## src/hw/rtl/smc_pkg.sv

```systemverilog
// ---------------------------------------------------------------------------
// smc_pkg
// Shared types and constants for the sequence match counter.
// ---------------------------------------------------------------------------
`timescale 1ns / 1ps
`default_nettype none

package smc_pkg;

    localparam int PATTERN_MAX_DEF = 16;
    localparam int COUNT_WIDTH_DEF = 16;

    localparam int VALUE_W     = 32;
    localparam int IDX_FIELD_W = 4;
    localparam int CFG_W       = 5;
    localparam int COUNT_OUT_W = 16;
    localparam int S_TDATA_W   = 40;
    localparam int M_TDATA_W   = 24;

    typedef enum logic {
        OP_LOAD = 1'b0,
        OP_TEXT = 1'b1
    } op_t;

    typedef struct packed {
        op_t                    op;
        logic [IDX_FIELD_W-1:0] pattern_index;
        logic [VALUE_W-1:0]     value;
        logic                   last;
    } item_t;

    typedef struct packed {
        logic                   en;
        logic [IDX_FIELD_W-1:0] index;
        logic [VALUE_W-1:0]     value;
    } load_req_t;

    typedef struct packed {
        logic                   text_done;
        logic                   found;
        logic [COUNT_OUT_W-1:0] match_count;
        logic                   match_here;
    } result_t;

endpackage

`default_nettype wire

```

## src/hw/rtl/smc_pattern_bank.sv

```systemverilog
// ---------------------------------------------------------------------------
// smc_pattern_bank
// Pattern storage, length register and a copy of the pattern aligned to the
// text window (slot k holds pattern word len-1-k). A length write triggers a
// realignment sweep, one slot per cycle.
// ---------------------------------------------------------------------------
`timescale 1ns / 1ps
`default_nettype none

module smc_pattern_bank #(
    parameter int PATTERN_MAX = smc_pkg::PATTERN_MAX_DEF
) (
    input  wire logic                                   aclk,
    input  wire logic                                   aresetn,
    input  wire logic                                   cfg_wr_en,
    input  wire logic [smc_pkg::CFG_W-1:0]              cfg_wr_data,
    input  wire smc_pkg::load_req_t                     load_req,
    output logic [$clog2(PATTERN_MAX+1)-1:0]            len,
    output logic [smc_pkg::VALUE_W-1:0]                 aligned [PATTERN_MAX],
    output logic                                        busy
);

    localparam int ELW   = $clog2(PATTERN_MAX + 1);
    localparam int IDX_W = (PATTERN_MAX > 1) ? $clog2(PATTERN_MAX) : 1;
    localparam int SW    = (ELW > smc_pkg::IDX_FIELD_W) ? ELW : smc_pkg::IDX_FIELD_W;

    logic [smc_pkg::VALUE_W-1:0] pattern_store [PATTERN_MAX];
    logic [smc_pkg::VALUE_W-1:0] aligned_reg   [PATTERN_MAX];

    logic [ELW-1:0]   len_reg,   len_next;
    logic [ELW-1:0]   len_cfg;
    logic             sweep_active_reg, sweep_active_next;
    logic [IDX_W-1:0] sweep_k_reg,      sweep_k_next;

    logic [ELW-1:0]   sweep_diff;
    logic [IDX_W-1:0] sweep_addr;
    logic             sweep_wr;
    logic [SW-1:0]    load_slot_full;
    logic [IDX_W-1:0] load_slot;
    logic             load_in_range;
    logic             load_in_len;

    always_comb begin
        if (cfg_wr_data == '0) begin
            len_cfg = ELW'(1);
        end else if (32'(cfg_wr_data) > PATTERN_MAX) begin
            len_cfg = ELW'(PATTERN_MAX);
        end else begin
            len_cfg = ELW'(cfg_wr_data);
        end
    end

    always_comb begin
        len_next          = len_reg;
        sweep_active_next = sweep_active_reg;
        sweep_k_next      = sweep_k_reg;
        if (cfg_wr_en) begin
            len_next          = len_cfg;
            sweep_active_next = 1'b1;
            sweep_k_next      = '0;
        end else if (sweep_active_reg) begin
            if (sweep_k_reg == IDX_W'(PATTERN_MAX - 1)) begin
                sweep_active_next = 1'b0;
            end else begin
                sweep_k_next = sweep_k_reg + IDX_W'(1);
            end
        end
    end

    always_ff @(posedge aclk) begin
        if (!aresetn) begin
            len_reg          <= ELW'(1);
            sweep_active_reg <= 1'b0;
            sweep_k_reg      <= '0;
        end else begin
            len_reg          <= len_next;
            sweep_active_reg <= sweep_active_next;
            sweep_k_reg      <= sweep_k_next;
        end
    end

    // sweep reads pattern word len-1-k into slot k
    assign sweep_diff = len_reg - ELW'(1) - ELW'(sweep_k_reg);
    assign sweep_addr = IDX_W'(sweep_diff);
    assign sweep_wr   = sweep_active_reg && (ELW'(sweep_k_reg) < len_reg);

    assign load_in_range  = 32'(load_req.index) < PATTERN_MAX;
    assign load_in_len    = SW'(load_req.index) < SW'(len_reg);
    assign load_slot_full = SW'(len_reg) - SW'(1) - SW'(load_req.index);
    assign load_slot      = IDX_W'(load_slot_full);

    always_ff @(posedge aclk) begin
        if (load_req.en && load_in_range) begin
            pattern_store[IDX_W'(load_req.index)] <= load_req.value;
        end
    end

    always_ff @(posedge aclk) begin
        if (sweep_wr) begin
            aligned_reg[sweep_k_reg] <= pattern_store[sweep_addr];
        end else if (load_req.en && load_in_len) begin
            aligned_reg[load_slot] <= load_req.value;
        end
    end

    assign len     = len_reg;
    assign aligned = aligned_reg;
    assign busy    = sweep_active_reg;

    a_no_load_in_sweep: assert property (@(posedge aclk) disable iff (!aresetn)
        load_req.en |-> !sweep_active_reg)
        else $error("pattern load during realignment sweep");

    a_cfg_starts_sweep: assert property (@(posedge aclk) disable iff (!aresetn)
        cfg_wr_en |=> sweep_active_reg && sweep_k_reg == '0)
        else $error("length write did not restart the sweep");

    a_sweep_ends: assert property (@(posedge aclk) disable iff (!aresetn)
        sweep_active_reg && sweep_k_reg == IDX_W'(PATTERN_MAX - 1) && !cfg_wr_en
        |=> !sweep_active_reg)
        else $error("sweep did not end after the last slot");

endmodule

`default_nettype wire

```

## src/hw/rtl/smc_match_core.sv

```systemverilog
// ---------------------------------------------------------------------------
// smc_match_core
// Text window, fill count and saturating match counter; parallel compare of
// the shifted window against the aligned pattern.
// ---------------------------------------------------------------------------
`timescale 1ns / 1ps
`default_nettype none

module smc_match_core #(
    parameter int PATTERN_MAX = smc_pkg::PATTERN_MAX_DEF,
    parameter int COUNT_WIDTH = smc_pkg::COUNT_WIDTH_DEF
) (
    input  wire logic                                   aclk,
    input  wire logic                                   aresetn,
    input  wire logic                                   step,
    input  wire logic [smc_pkg::VALUE_W-1:0]            word,
    input  wire logic                                   last,
    input  wire logic [$clog2(PATTERN_MAX+1)-1:0]       len,
    input  wire logic [smc_pkg::VALUE_W-1:0]            aligned [PATTERN_MAX],
    output smc_pkg::result_t                            result
);

    localparam int ELW = $clog2(PATTERN_MAX + 1);

    logic [smc_pkg::VALUE_W-1:0] window_reg [PATTERN_MAX];
    logic [smc_pkg::VALUE_W-1:0] window_new [PATTERN_MAX];
    logic [ELW-1:0]              fill_reg,  fill_new;
    logic [COUNT_WIDTH-1:0]      count_reg, count_after;
    logic [COUNT_WIDTH+smc_pkg::COUNT_OUT_W-1:0] count_ext;
    logic [PATTERN_MAX-1:0]      eq;
    logic                        hit;

    always_comb begin
        window_new[0] = word;
        for (int k = 1; k < PATTERN_MAX; k++) begin
            window_new[k] = window_reg[k-1];
        end
    end

    always_comb begin
        for (int k = 0; k < PATTERN_MAX; k++) begin
            eq[k] = (window_new[k] == aligned[k]) || (ELW'(k) >= len);
        end
    end

    assign fill_new = (fill_reg == ELW'(PATTERN_MAX)) ? fill_reg : fill_reg + ELW'(1);
    assign hit      = (&eq) && (fill_new >= len);

    assign count_after = (hit && count_reg != '1) ? count_reg + COUNT_WIDTH'(1) : count_reg;
    assign count_ext   = {{smc_pkg::COUNT_OUT_W{1'b0}}, count_after};

    always_comb begin
        result.match_here  = hit;
        result.match_count = count_ext[smc_pkg::COUNT_OUT_W-1:0];
        result.found       = (count_after != '0);
        result.text_done   = last;
    end

    always_ff @(posedge aclk) begin
        if (step) begin
            window_reg <= window_new;
        end
    end

    always_ff @(posedge aclk) begin
        if (!aresetn) begin
            fill_reg  <= '0;
            count_reg <= '0;
        end else if (step) begin
            fill_reg  <= last ? '0 : fill_new;
            count_reg <= last ? '0 : count_after;
        end
    end

    a_end_clears: assert property (@(posedge aclk) disable iff (!aresetn)
        step && last |=> fill_reg == '0 && count_reg == '0)
        else $error("end of text did not clear fill and count");

    a_count_monotonic: assert property (@(posedge aclk) disable iff (!aresetn)
        step && !last |=> count_reg >= $past(count_reg))
        else $error("match count decreased inside a text");

    a_hit_counts: assert property (@(posedge aclk) disable iff (!aresetn)
        step && hit && !last |=> count_reg != '0)
        else $error("match not reflected in count");

endmodule

`default_nettype wire

```

## src/hw/rtl/sequence_match_counter_unit.sv

```systemverilog
// ---------------------------------------------------------------------------
// sequence_match_counter_unit
// Counts overlapping occurrences of a stored pattern in a streamed text.
// ---------------------------------------------------------------------------
// channel  | dir | handshake            | payload
// s_       | in  | s_tvalid / s_tready  | s_tdata, s_tuser = op, s_tlast = last
// m_       | out | m_tvalid / m_tready  | m_tdata, m_tlast = text_done
// cfg_     | in  | cfg_wr_en            | cfg_wr_data = pattern_length
//
// One transfer per cycle sustained while no sweep runs and results are taken; a text word's
// result passes through the input register, then is compared into the result register.
// Load transfers produce no result.
// A length write starts a realignment sweep over all PATTERN_MAX slots with s_tready low.
// Reset clears control state; pattern words are undefined until loaded.
// m_tready low stalls the input side only once a text word waits behind a held result.
// ---------------------------------------------------------------------------
`timescale 1ns / 1ps
`default_nettype none

module sequence_match_counter_unit #(
    parameter int PATTERN_MAX = smc_pkg::PATTERN_MAX_DEF,
    parameter int COUNT_WIDTH = smc_pkg::COUNT_WIDTH_DEF
) (
    input  wire logic                              aclk,
    input  wire logic                              aresetn,
    input  wire logic                              cfg_wr_en,
    input  wire logic [smc_pkg::CFG_W-1:0]         cfg_wr_data,
    input  wire logic                              s_tvalid,
    output logic                                   s_tready,
    input  wire logic [smc_pkg::S_TDATA_W-1:0]     s_tdata,   // pattern_index[3:0], value[35:4]
    input  wire logic                              s_tuser,   // op
    input  wire logic                              s_tlast,
    output logic                                   m_tvalid,
    input  wire logic                              m_tready,
    output logic [smc_pkg::M_TDATA_W-1:0]          m_tdata,   // match_here[0], match_count[16:1],
                                                              // found[17]
    output logic                                   m_tlast
);

    localparam int ELW = $clog2(PATTERN_MAX + 1);

    logic               in_valid_reg, in_valid_next;
    smc_pkg::item_t     in_item_reg;
    logic               m_valid_reg,  m_valid_next;
    smc_pkg::result_t   m_result_reg;

    logic               in_xfer;
    logic               advance;
    logic               text_step;
    logic               bank_busy;
    smc_pkg::load_req_t load_req;
    smc_pkg::result_t   core_result;
    logic [ELW-1:0]     len;
    logic [smc_pkg::VALUE_W-1:0] aligned [PATTERN_MAX];

    assign advance   = in_valid_reg &&
                       (in_item_reg.op == smc_pkg::OP_LOAD || !m_valid_reg || m_tready);
    assign text_step = advance && in_item_reg.op == smc_pkg::OP_TEXT;
    assign s_tready  = !bank_busy && (!in_valid_reg || advance);
    assign in_xfer   = s_tvalid && s_tready;

    always_comb begin
        load_req.en    = advance && in_item_reg.op == smc_pkg::OP_LOAD;
        load_req.index = in_item_reg.pattern_index;
        load_req.value = in_item_reg.value;
    end

    always_comb begin
        in_valid_next = in_valid_reg;
        if (in_xfer) begin
            in_valid_next = 1'b1;
        end else if (advance) begin
            in_valid_next = 1'b0;
        end
    end

    always_comb begin
        m_valid_next = m_valid_reg;
        if (text_step) begin
            m_valid_next = 1'b1;
        end else if (m_tready) begin
            m_valid_next = 1'b0;
        end
    end

    always_ff @(posedge aclk) begin
        if (!aresetn) begin
            in_valid_reg <= 1'b0;
            m_valid_reg  <= 1'b0;
        end else begin
            in_valid_reg <= in_valid_next;
            m_valid_reg  <= m_valid_next;
        end
    end

    always_ff @(posedge aclk) begin
        if (in_xfer) begin
            in_item_reg.op            <= smc_pkg::op_t'(s_tuser);
            in_item_reg.pattern_index <= s_tdata[smc_pkg::IDX_FIELD_W-1:0];
            in_item_reg.value         <= s_tdata[smc_pkg::IDX_FIELD_W +: smc_pkg::VALUE_W];
            in_item_reg.last          <= s_tlast;
        end
        if (text_step) begin
            m_result_reg <= core_result;
        end
    end

    smc_pattern_bank #(
        .PATTERN_MAX (PATTERN_MAX)
    ) u_bank (
        .aclk        (aclk),
        .aresetn     (aresetn),
        .cfg_wr_en   (cfg_wr_en),
        .cfg_wr_data (cfg_wr_data),
        .load_req    (load_req),
        .len         (len),
        .aligned     (aligned),
        .busy        (bank_busy)
    );

    smc_match_core #(
        .PATTERN_MAX (PATTERN_MAX),
        .COUNT_WIDTH (COUNT_WIDTH)
    ) u_core (
        .aclk    (aclk),
        .aresetn (aresetn),
        .step    (text_step),
        .word    (in_item_reg.value),
        .last    (in_item_reg.last),
        .len     (len),
        .aligned (aligned),
        .result  (core_result)
    );

    assign m_tvalid = m_valid_reg;
    assign m_tdata  = {6'b0, m_result_reg.found, m_result_reg.match_count,
                       m_result_reg.match_here};
    assign m_tlast  = m_result_reg.text_done;

endmodule

`default_nettype wire
```

## config.mk

```make
export PLATFORM = sky130hd
export DESIGN_NAME = sequence_match_counter_unit
export DESIGN_NICKNAME = d
export VERILOG_FILES = /design/src/hw/rtl/smc_pkg.sv /design/src/hw/rtl/smc_pattern_bank.sv /design/src/hw/rtl/smc_match_core.sv /design/src/hw/rtl/sequence_match_counter_unit.sv
export SDC_FILE = /design/constraint.sdc
export NUM_CORES = 2
export LEC_CHECK = 0
export BUFFER_PORTS_ARGS = -buffer_cell sky130_fd_sc_hd__buf_2
export CORE_ASPECT_RATIO = 0.5
export CORE_UTILIZATION = 43
export DETAILED_ROUTE_END_ITERATION = 10
export PLACE_DENSITY_LB_ADDON = 0.25
export SYNTH_ARGS = -nofsm -noshare
export SYNTH_HDL_FRONTEND = slang
export SYNTH_SLANG_ARGS = --single-unit
export TNS_END_PERCENT = 30
```

## constraint.sdc

```tcl
create_clock -name aclk -period 14.8 [get_ports aclk]
set_input_delay 1.48 -clock aclk [delete_from_list [all_inputs] [get_ports aclk]]
set_output_delay 1.48 -clock aclk [all_outputs]
set_load 0.02 [all_outputs]
```

==> Word-level counts from Yosys, hierarchy flattened <==
Memory sizes are Yosys's and may differ from the RTL's.
Cells that the tools add are included.
{ "word_totals": {"romBits": 0, "inputBits": 52, "memories": 1, "latchBits": 0, "regBits": 1082, "wordCells": 165, "ram_bits": 512} }
{ "memory_table": {"columns": ["name", "words", "width", "rd", "rd_clocked_by_memory_dff", "wr", "line", "text"], "rows": [
  ["u_bank.pattern_store", 16, 32, 1, 0, 1, "smc_pattern_bank.sv:27", "logic [smc_pkg::VALUE_W-1:0] pattern_store [PATTERN_MAX];"]
]} }
{ "op_classes": {"n_reduce_logical": 41, "multipliers": 0, "shifts": 0, "n_addsub": 6, "div_mod_pow": 0, "n_bitwise": 5, "magnitude_cmp": 24, "muxes": 23, "eq_ne": 19} }
{ "ops": {"columns": ["operator", "count"], "rows": [
  ["bitwise mux 512 bit", 2],
  ["2-to-1 mux 512 bit", 2],
  ["equality test 32 bit", 16],
  ["demux 32 bit (select 4 bit)", 2],
  ["2-to-1 mux 32 bit", 2],
  [">= comparator 4 x 5 -> 1 bit, first input constant", 8],
  ["2-to-1 mux 16 bit", 2],
  [">= comparator 3 x 5 -> 1 bit, first input constant", 4],
  ["2-to-1 mux 5 bit", 4],
  ["logical OR 1 bit", 19],
  ["adder 16 x 1 -> 16 bit, second input constant", 1],
  ["!= test 16 bit, second input constant", 1],
  ["AND reduction 16 bit", 1],
  ["nonzero test 16 bit", 1],
  ["logical AND 1 bit", 11],
  [">= comparator 1 x 5 -> 1 bit, first input constant", 2],
  [">= comparator 2 x 5 -> 1 bit, first input constant", 2],
  [">= comparator 5 bit, second input constant", 2],
  ["< comparator 4 x 5 -> 1 bit", 2],
  ["< comparator 5 x 1 -> 1 bit, second input constant", 2],
  ["NOT 4 -> 5 bit", 2],
  ["2-to-1 mux 1 bit", 9],
  ["subtractor 4 bit", 2],
  ["nonzero test 2 bit", 3],
  ["12 further kinds", 16]
]} }

==> Logic depth before layout (Yosys ltp) <==
{ "logic_depth": {"word_depth": 10, "depth_mapped": 17, "depth_no_buf": 15} }

==> Hierarchy <==
Synthesis repeated with hierarchy kept, for this count alone.
{ "hier_totals": {"hier_cells": 3676, "area_unflattened_um2": 64579.4} }
{ "by_module_without_submodules": {"columns": ["module", "instances", "cells_per_inst", "area_per_inst_um2", "seq_area_each_um2"], "rows": [
  ["smc_pattern_bank", 1, 2189, 40876.7, 30949.7],
  ["smc_match_core", 1, 1411, 21838.4, 14834.2],
  ["sequence_match_counter_unit", 1, 76, 1864.3, 1751.7]
]} }

==> Worst setup path before layout <==
Ideal clock, no wire load.
{ "synth_path": {"path_type": "input -> register", "startpoint": "in m_tready", "endpoint": "reg u_core.fill_reg[1]", "setup_ps": 128, "t_required_ps": 14672, "arrival_time_ps": 15152, "cell_stages": 7, "path_slack_ps": -480, "cell_sequence": "nor2b_1 -> or2_2 -> clkbuf_1 -> clkinv_1 -> and3_1 -> a21oi_1 -> nor2_1"} }
{ "synth_between": {"elab_chain_len": 3} }
{ "synth_rtl": {"columns": ["item", "line", "text"], "rows": [
  ["start: declaration", "sequence_match_counter_unit.sv:34", "input wire logic m_tready,"],
  ["logical OR 1 bit", "sequence_match_counter_unit.sv:57", "(in_item_reg.op == smc_pkg::OP_LOAD || !m_valid_reg || m_tready);"],
  ["logical AND 1 bit", "sequence_match_counter_unit.sv:56", "assign advance = in_valid_reg &&"],
  ["logical AND 1 bit", "sequence_match_counter_unit.sv:58", "assign text_step = advance && in_item_reg.op == smc_pkg::OP_TEXT;"],
  ["end signal: assignment", "smc_match_core.sv:70", "fill_reg <= last ? '0 : fill_new;"],
  ["end: declaration", "smc_match_core.sv:27", "logic [ELW-1:0] fill_reg, fill_new;"]
]} }
No other way between the ends.
A chain may end at the register's enable or synchronous reset.

==> Worst setup path in the final report <==
{ "layout_path": {"startpoint": "reg u_bank.len_reg[0], in the netlist u_bank.len[0]", "endpoint": "reg u_bank.aligned_reg, in the netlist u_bank.aligned[3] (data pin)"} }
{ "layout_between": {"elab_chain_len": 10, "word_cells_on_any_way": 16} }
{ "layout_rtl": {"columns": ["item", "line", "text"], "rows": [
  ["start: declaration", "smc_pattern_bank.sv:30", "logic [ELW-1:0] len_reg, len_next;"],
  ["start signal: assignment", "smc_pattern_bank.sv:76", "len_reg <= len_next;"],
  ["subtractor 4 x 1 -> 4 bit", "smc_pattern_bank.sv:83, smc_pattern_bank.sv:89", null],
  ["subtractor 4 bit", "smc_pattern_bank.sv:89", "assign load_slot_full = SW'(len_reg) - SW'(1) - SW'(load_req.index);"],
  ["NOT 4 -> 5 bit (not written as such)", "smc_pattern_bank.sv:102", "aligned_reg[load_slot] <= load_req.value;"],
  [">= comparator 5 bit (not written as such) / < comparator 5 x 1 -> 1 bit (equally long branches)", "smc_pattern_bank.sv:102", null],
  ["logical AND 1 bit (not written as such)", "smc_pattern_bank.sv:102", null],
  ["2-to-1 mux 32 bit (not written as such)", "smc_pattern_bank.sv:102", null],
  ["demux 32 bit (select 4 bit)", "smc_pattern_bank.sv:102", null],
  ["bitwise mux 512 bit", "smc_pattern_bank.sv:102", null],
  ["2-to-1 mux 512 bit", "smc_pattern_bank.sv:101", "end else if (load_req.en && load_in_len) begin"],
  ["2-to-1 mux 512 bit (*)", "smc_pattern_bank.sv:99", "if (sweep_wr) begin"],
  ["end signal: indexed assignment", "smc_pattern_bank.sv:100", "aligned_reg[sweep_k_reg] <= pattern_store[sweep_addr];"],
  ["end signal: indexed assignment", "smc_pattern_bank.sv:102", null],
  ["end: declaration", "smc_pattern_bank.sv:28", "logic [smc_pkg::VALUE_W-1:0] aligned_reg [PATTERN_MAX];"]
]} }
Mark *: on every way between the ends. The rest lies on a longest branch, timed or not. The select of a mux whose other input is x is not followed.

==> metrics.csv <==
metric,value,unit
CTS tree,done,
Area Growth Syn to Fin,12.24,%
die height,274.3,µm
post-synthesis xor/xnor area fraction,7.539,%
Placed Instances,5750,
setup_tns,0,ns
Mapped Cells,3826,
Post-CTS Resized,0,
register bit total from synthesis,1594,
Starting Density,43.53,%
Die W,546.7,µm
Required @ worst endpoint,15.26,ns
Synth Warn #,0,
Worst-Skew Late Latency,0.78,ns
GP Congestion,0.9093,
I/O Buffers,68,
Vias/cell,5.860,
Startpoint Class,flop,
final setup violation count,0,
CP Cell Sequence,inv_1 > ha_1 > fa_4 > buf_4 > buf_4 > mux4_2 > nand2_1 > nand2_1 > o21ai_2 > o22ai_1,
compound-gate portion of the synthesized area,6.297,%
largest family of logic cells by synthesized area,XOR/XNOR gates,
Hold Path Class,reg2reg,
mux share of post-synthesis cell area,4.600,%
Post-synth EDFFs,1561,
worst-path maximum fanout,49,
post-route DRC violation count,0,
initial antenna violation count,3,
Layout Cells excl Fill,6004,
GR Util All Layers,21.90,%
number of max-cap violations,0,
final core utilization,48.85,%
nets,4009,
Crit path max-delay family,adder cells,
Worst VDD drop,0.1313,mV
clk sinks,1594,
DRT antenna net count,0,
Power Dens Cells,138.1,nW/µm²
clock skew,0.02813,ns
largest net degree at the start of global routing,154,
CP Class,reg2reg,
RSZ-0062 raised after global routing,false,
fillers,12090,
crit path max-delay cell type,fa_4,
"most common cell after layout, fill and taps aside",edfxtp_1,
grt total ovfl,0,
Post-synth ARST share,0,%
Bufs and invs on worst path,3,
Core Region,146500,µm²
Fin Hold WS,0.4543,ns
R2R setup slack,8.63,ns
CP Capture Type,flop,
Via Count,35180,
first-pass GRT wire length,238.4,mm
TritonCTS Buffers,143,
"Seq/Total Area, Yosys",74.53,%
drt wl/cell,27.40,µm
outcome,"finished, final reports clean",
syn avg cell area,16.67,µm²
"Min Clock Period, post-route",6.174,ns
initial drt markers,4146,
postcts setup bufs,0,
layout cells sized above 1,15.17,%
fin area,71590,µm²
Worst-Margin Slew,1.271,ns
I/O pin count,79,
fin. max-slew vios,0,
Final Hold Viols,0,
H-tree Lvls,4,
Rel. slew slack,15.24,%
Die ar.,150000,µm²
Max stage delay on crit path,1.24,ns
leakage,23.21,nW
routed wire length,164.5,mm
1st-pass router iterations,6,
Mapped Area,63780,µm²
post-synthesis cell type count,65,
Placement Cell Area,67000,µm²
vias in the first global route,34850,
clock buffer depth,3,
most frequent cells in the layout,"1561 x edfxtp_1, 483 x o22ai_1, 311 x xor2_1",
Root Buffer Master,clkbuf_16,
"CTS clk-pin slew, worst paths",0.06,ns
ys flop type,edfxtp_1,
FP Rows,99,
Simple-Gate Fraction of Synth Area,4.661,%
"Arr. time, crit path",6.63,ns
fin crit share,41.72,%
adder-cell share of the synthesized area,0.6317,%
Fmax achieved,162.0,MHz
hpwl dp,108.2,mm
hold_buf cts,0,
==> metrics by stage <==
step	power, mW	worst slack, ns
2_1_floorplan	5.749	6.020
6_report	9.885	8.626
3_5_place_dp	6.247	8.708
4_1_cts	9.922	8.684
3_3_place_gp	6.227	8.704
5_1_grt	10.16	8.447
==> final timing paths <==
path                           from                     end  cells past startpoint
min reg2reg  u_core.window_new[306]  u_core.window_new[274]                      0
max reg2reg           u_bank.len[0]       u_bank.aligned[3]                     10
max                   u_bank.len[0]       u_bank.aligned[3]                     10
min          u_core.window_new[306]  u_core.window_new[274]                      0
==> layout make-up <==
| type | instances | area [µm²] | area share, % |
|---|---|---|---|
| Antenna cell | 1 | 2.502 | 0.003496 |
| Tap cell | 1969 | 2464 | 3.441 |
| Timing Repair Buffer | 193 | 1304 | 1.821 |
| Multi-Input combinational cell | 1971 | 15600 | 21.79 |
| Inverter | 23 | 102.6 | 0.1433 |
| Clock buffer | 168 | 3767 | 5.263 |
| Sequential cell | 1594 | 47540 | 66.40 |
| Clock inverter | 85 | 815.8 | 1.140 |
==> worst register-to-register path, stage by stage, from the launching register on <==
cell     delay [ns]
dfxtp_1        0.67
inv_1          0.25
ha_1           0.43
fa_4           1.24
buf_4          0.68
buf_4          0.79
mux4_2         0.43
nand2_1        0.08
nand2_1        0.07
o21ai_2        0.95
o22ai_1        0.29
==> metal layers <==
metal | vias up | global-route usage [%] | routed length (µm)
met2 | 1396 | 35.22 | 77130
met4 | 2 | 6.452 | 3837
met3 | 231 | 3.571 | 12000
met1 | 18240 | 30.81 | 71550
li1 | 15310 | - | -
met5 | - | 0 | 13
==> synthesized netlist by cell type, types with 15 or more instances <==
master	n	share of area [%]
edfxtp_1	1561	73
o22ai_1	483	4.7
xor2_1	312	4.3
nand2_1	258	1.5
xnor2_1	237	3.3
clkbuf_1	213	1.3
mux4_2	128	4.5
nor4_1	88	0.86
nand4_1	75	0.74
nand3_1	67	0.53
o21ai_0	55	0.43
nor2_1	53	0.31
dfxtp_1	33	1.0
o21ai_1	33	0.26
ha_1	29	0.57
inv_1	22	0.13
a22oi_1	20	0.24
a21oi_1	17	0.13
nor3_1	15	0.12
==> power breakdown <==
group	switching, mW	total (mW)	leakage (nW)	internal, mW
sequential	0.0456	5.07	14.9	5.02
clock	1.67	3.72	2.22	2.04
combinational	0.830	1.10	6.14	0.271
==> cell families (layout without fill, tap and decap cells) <==
family,after synthesis,in the layout
AND/OR/NAND/NOR,605,605
multiplexers,133,133
flip-flops,1594,1594
adder cells (fa/ha/maj),31,31
other,1,7
AO/OA/AOI/OAI,647,647
buffers and inverters,266,469
XOR/XNOR,549,549
Power figures use the tool's default switching activity.
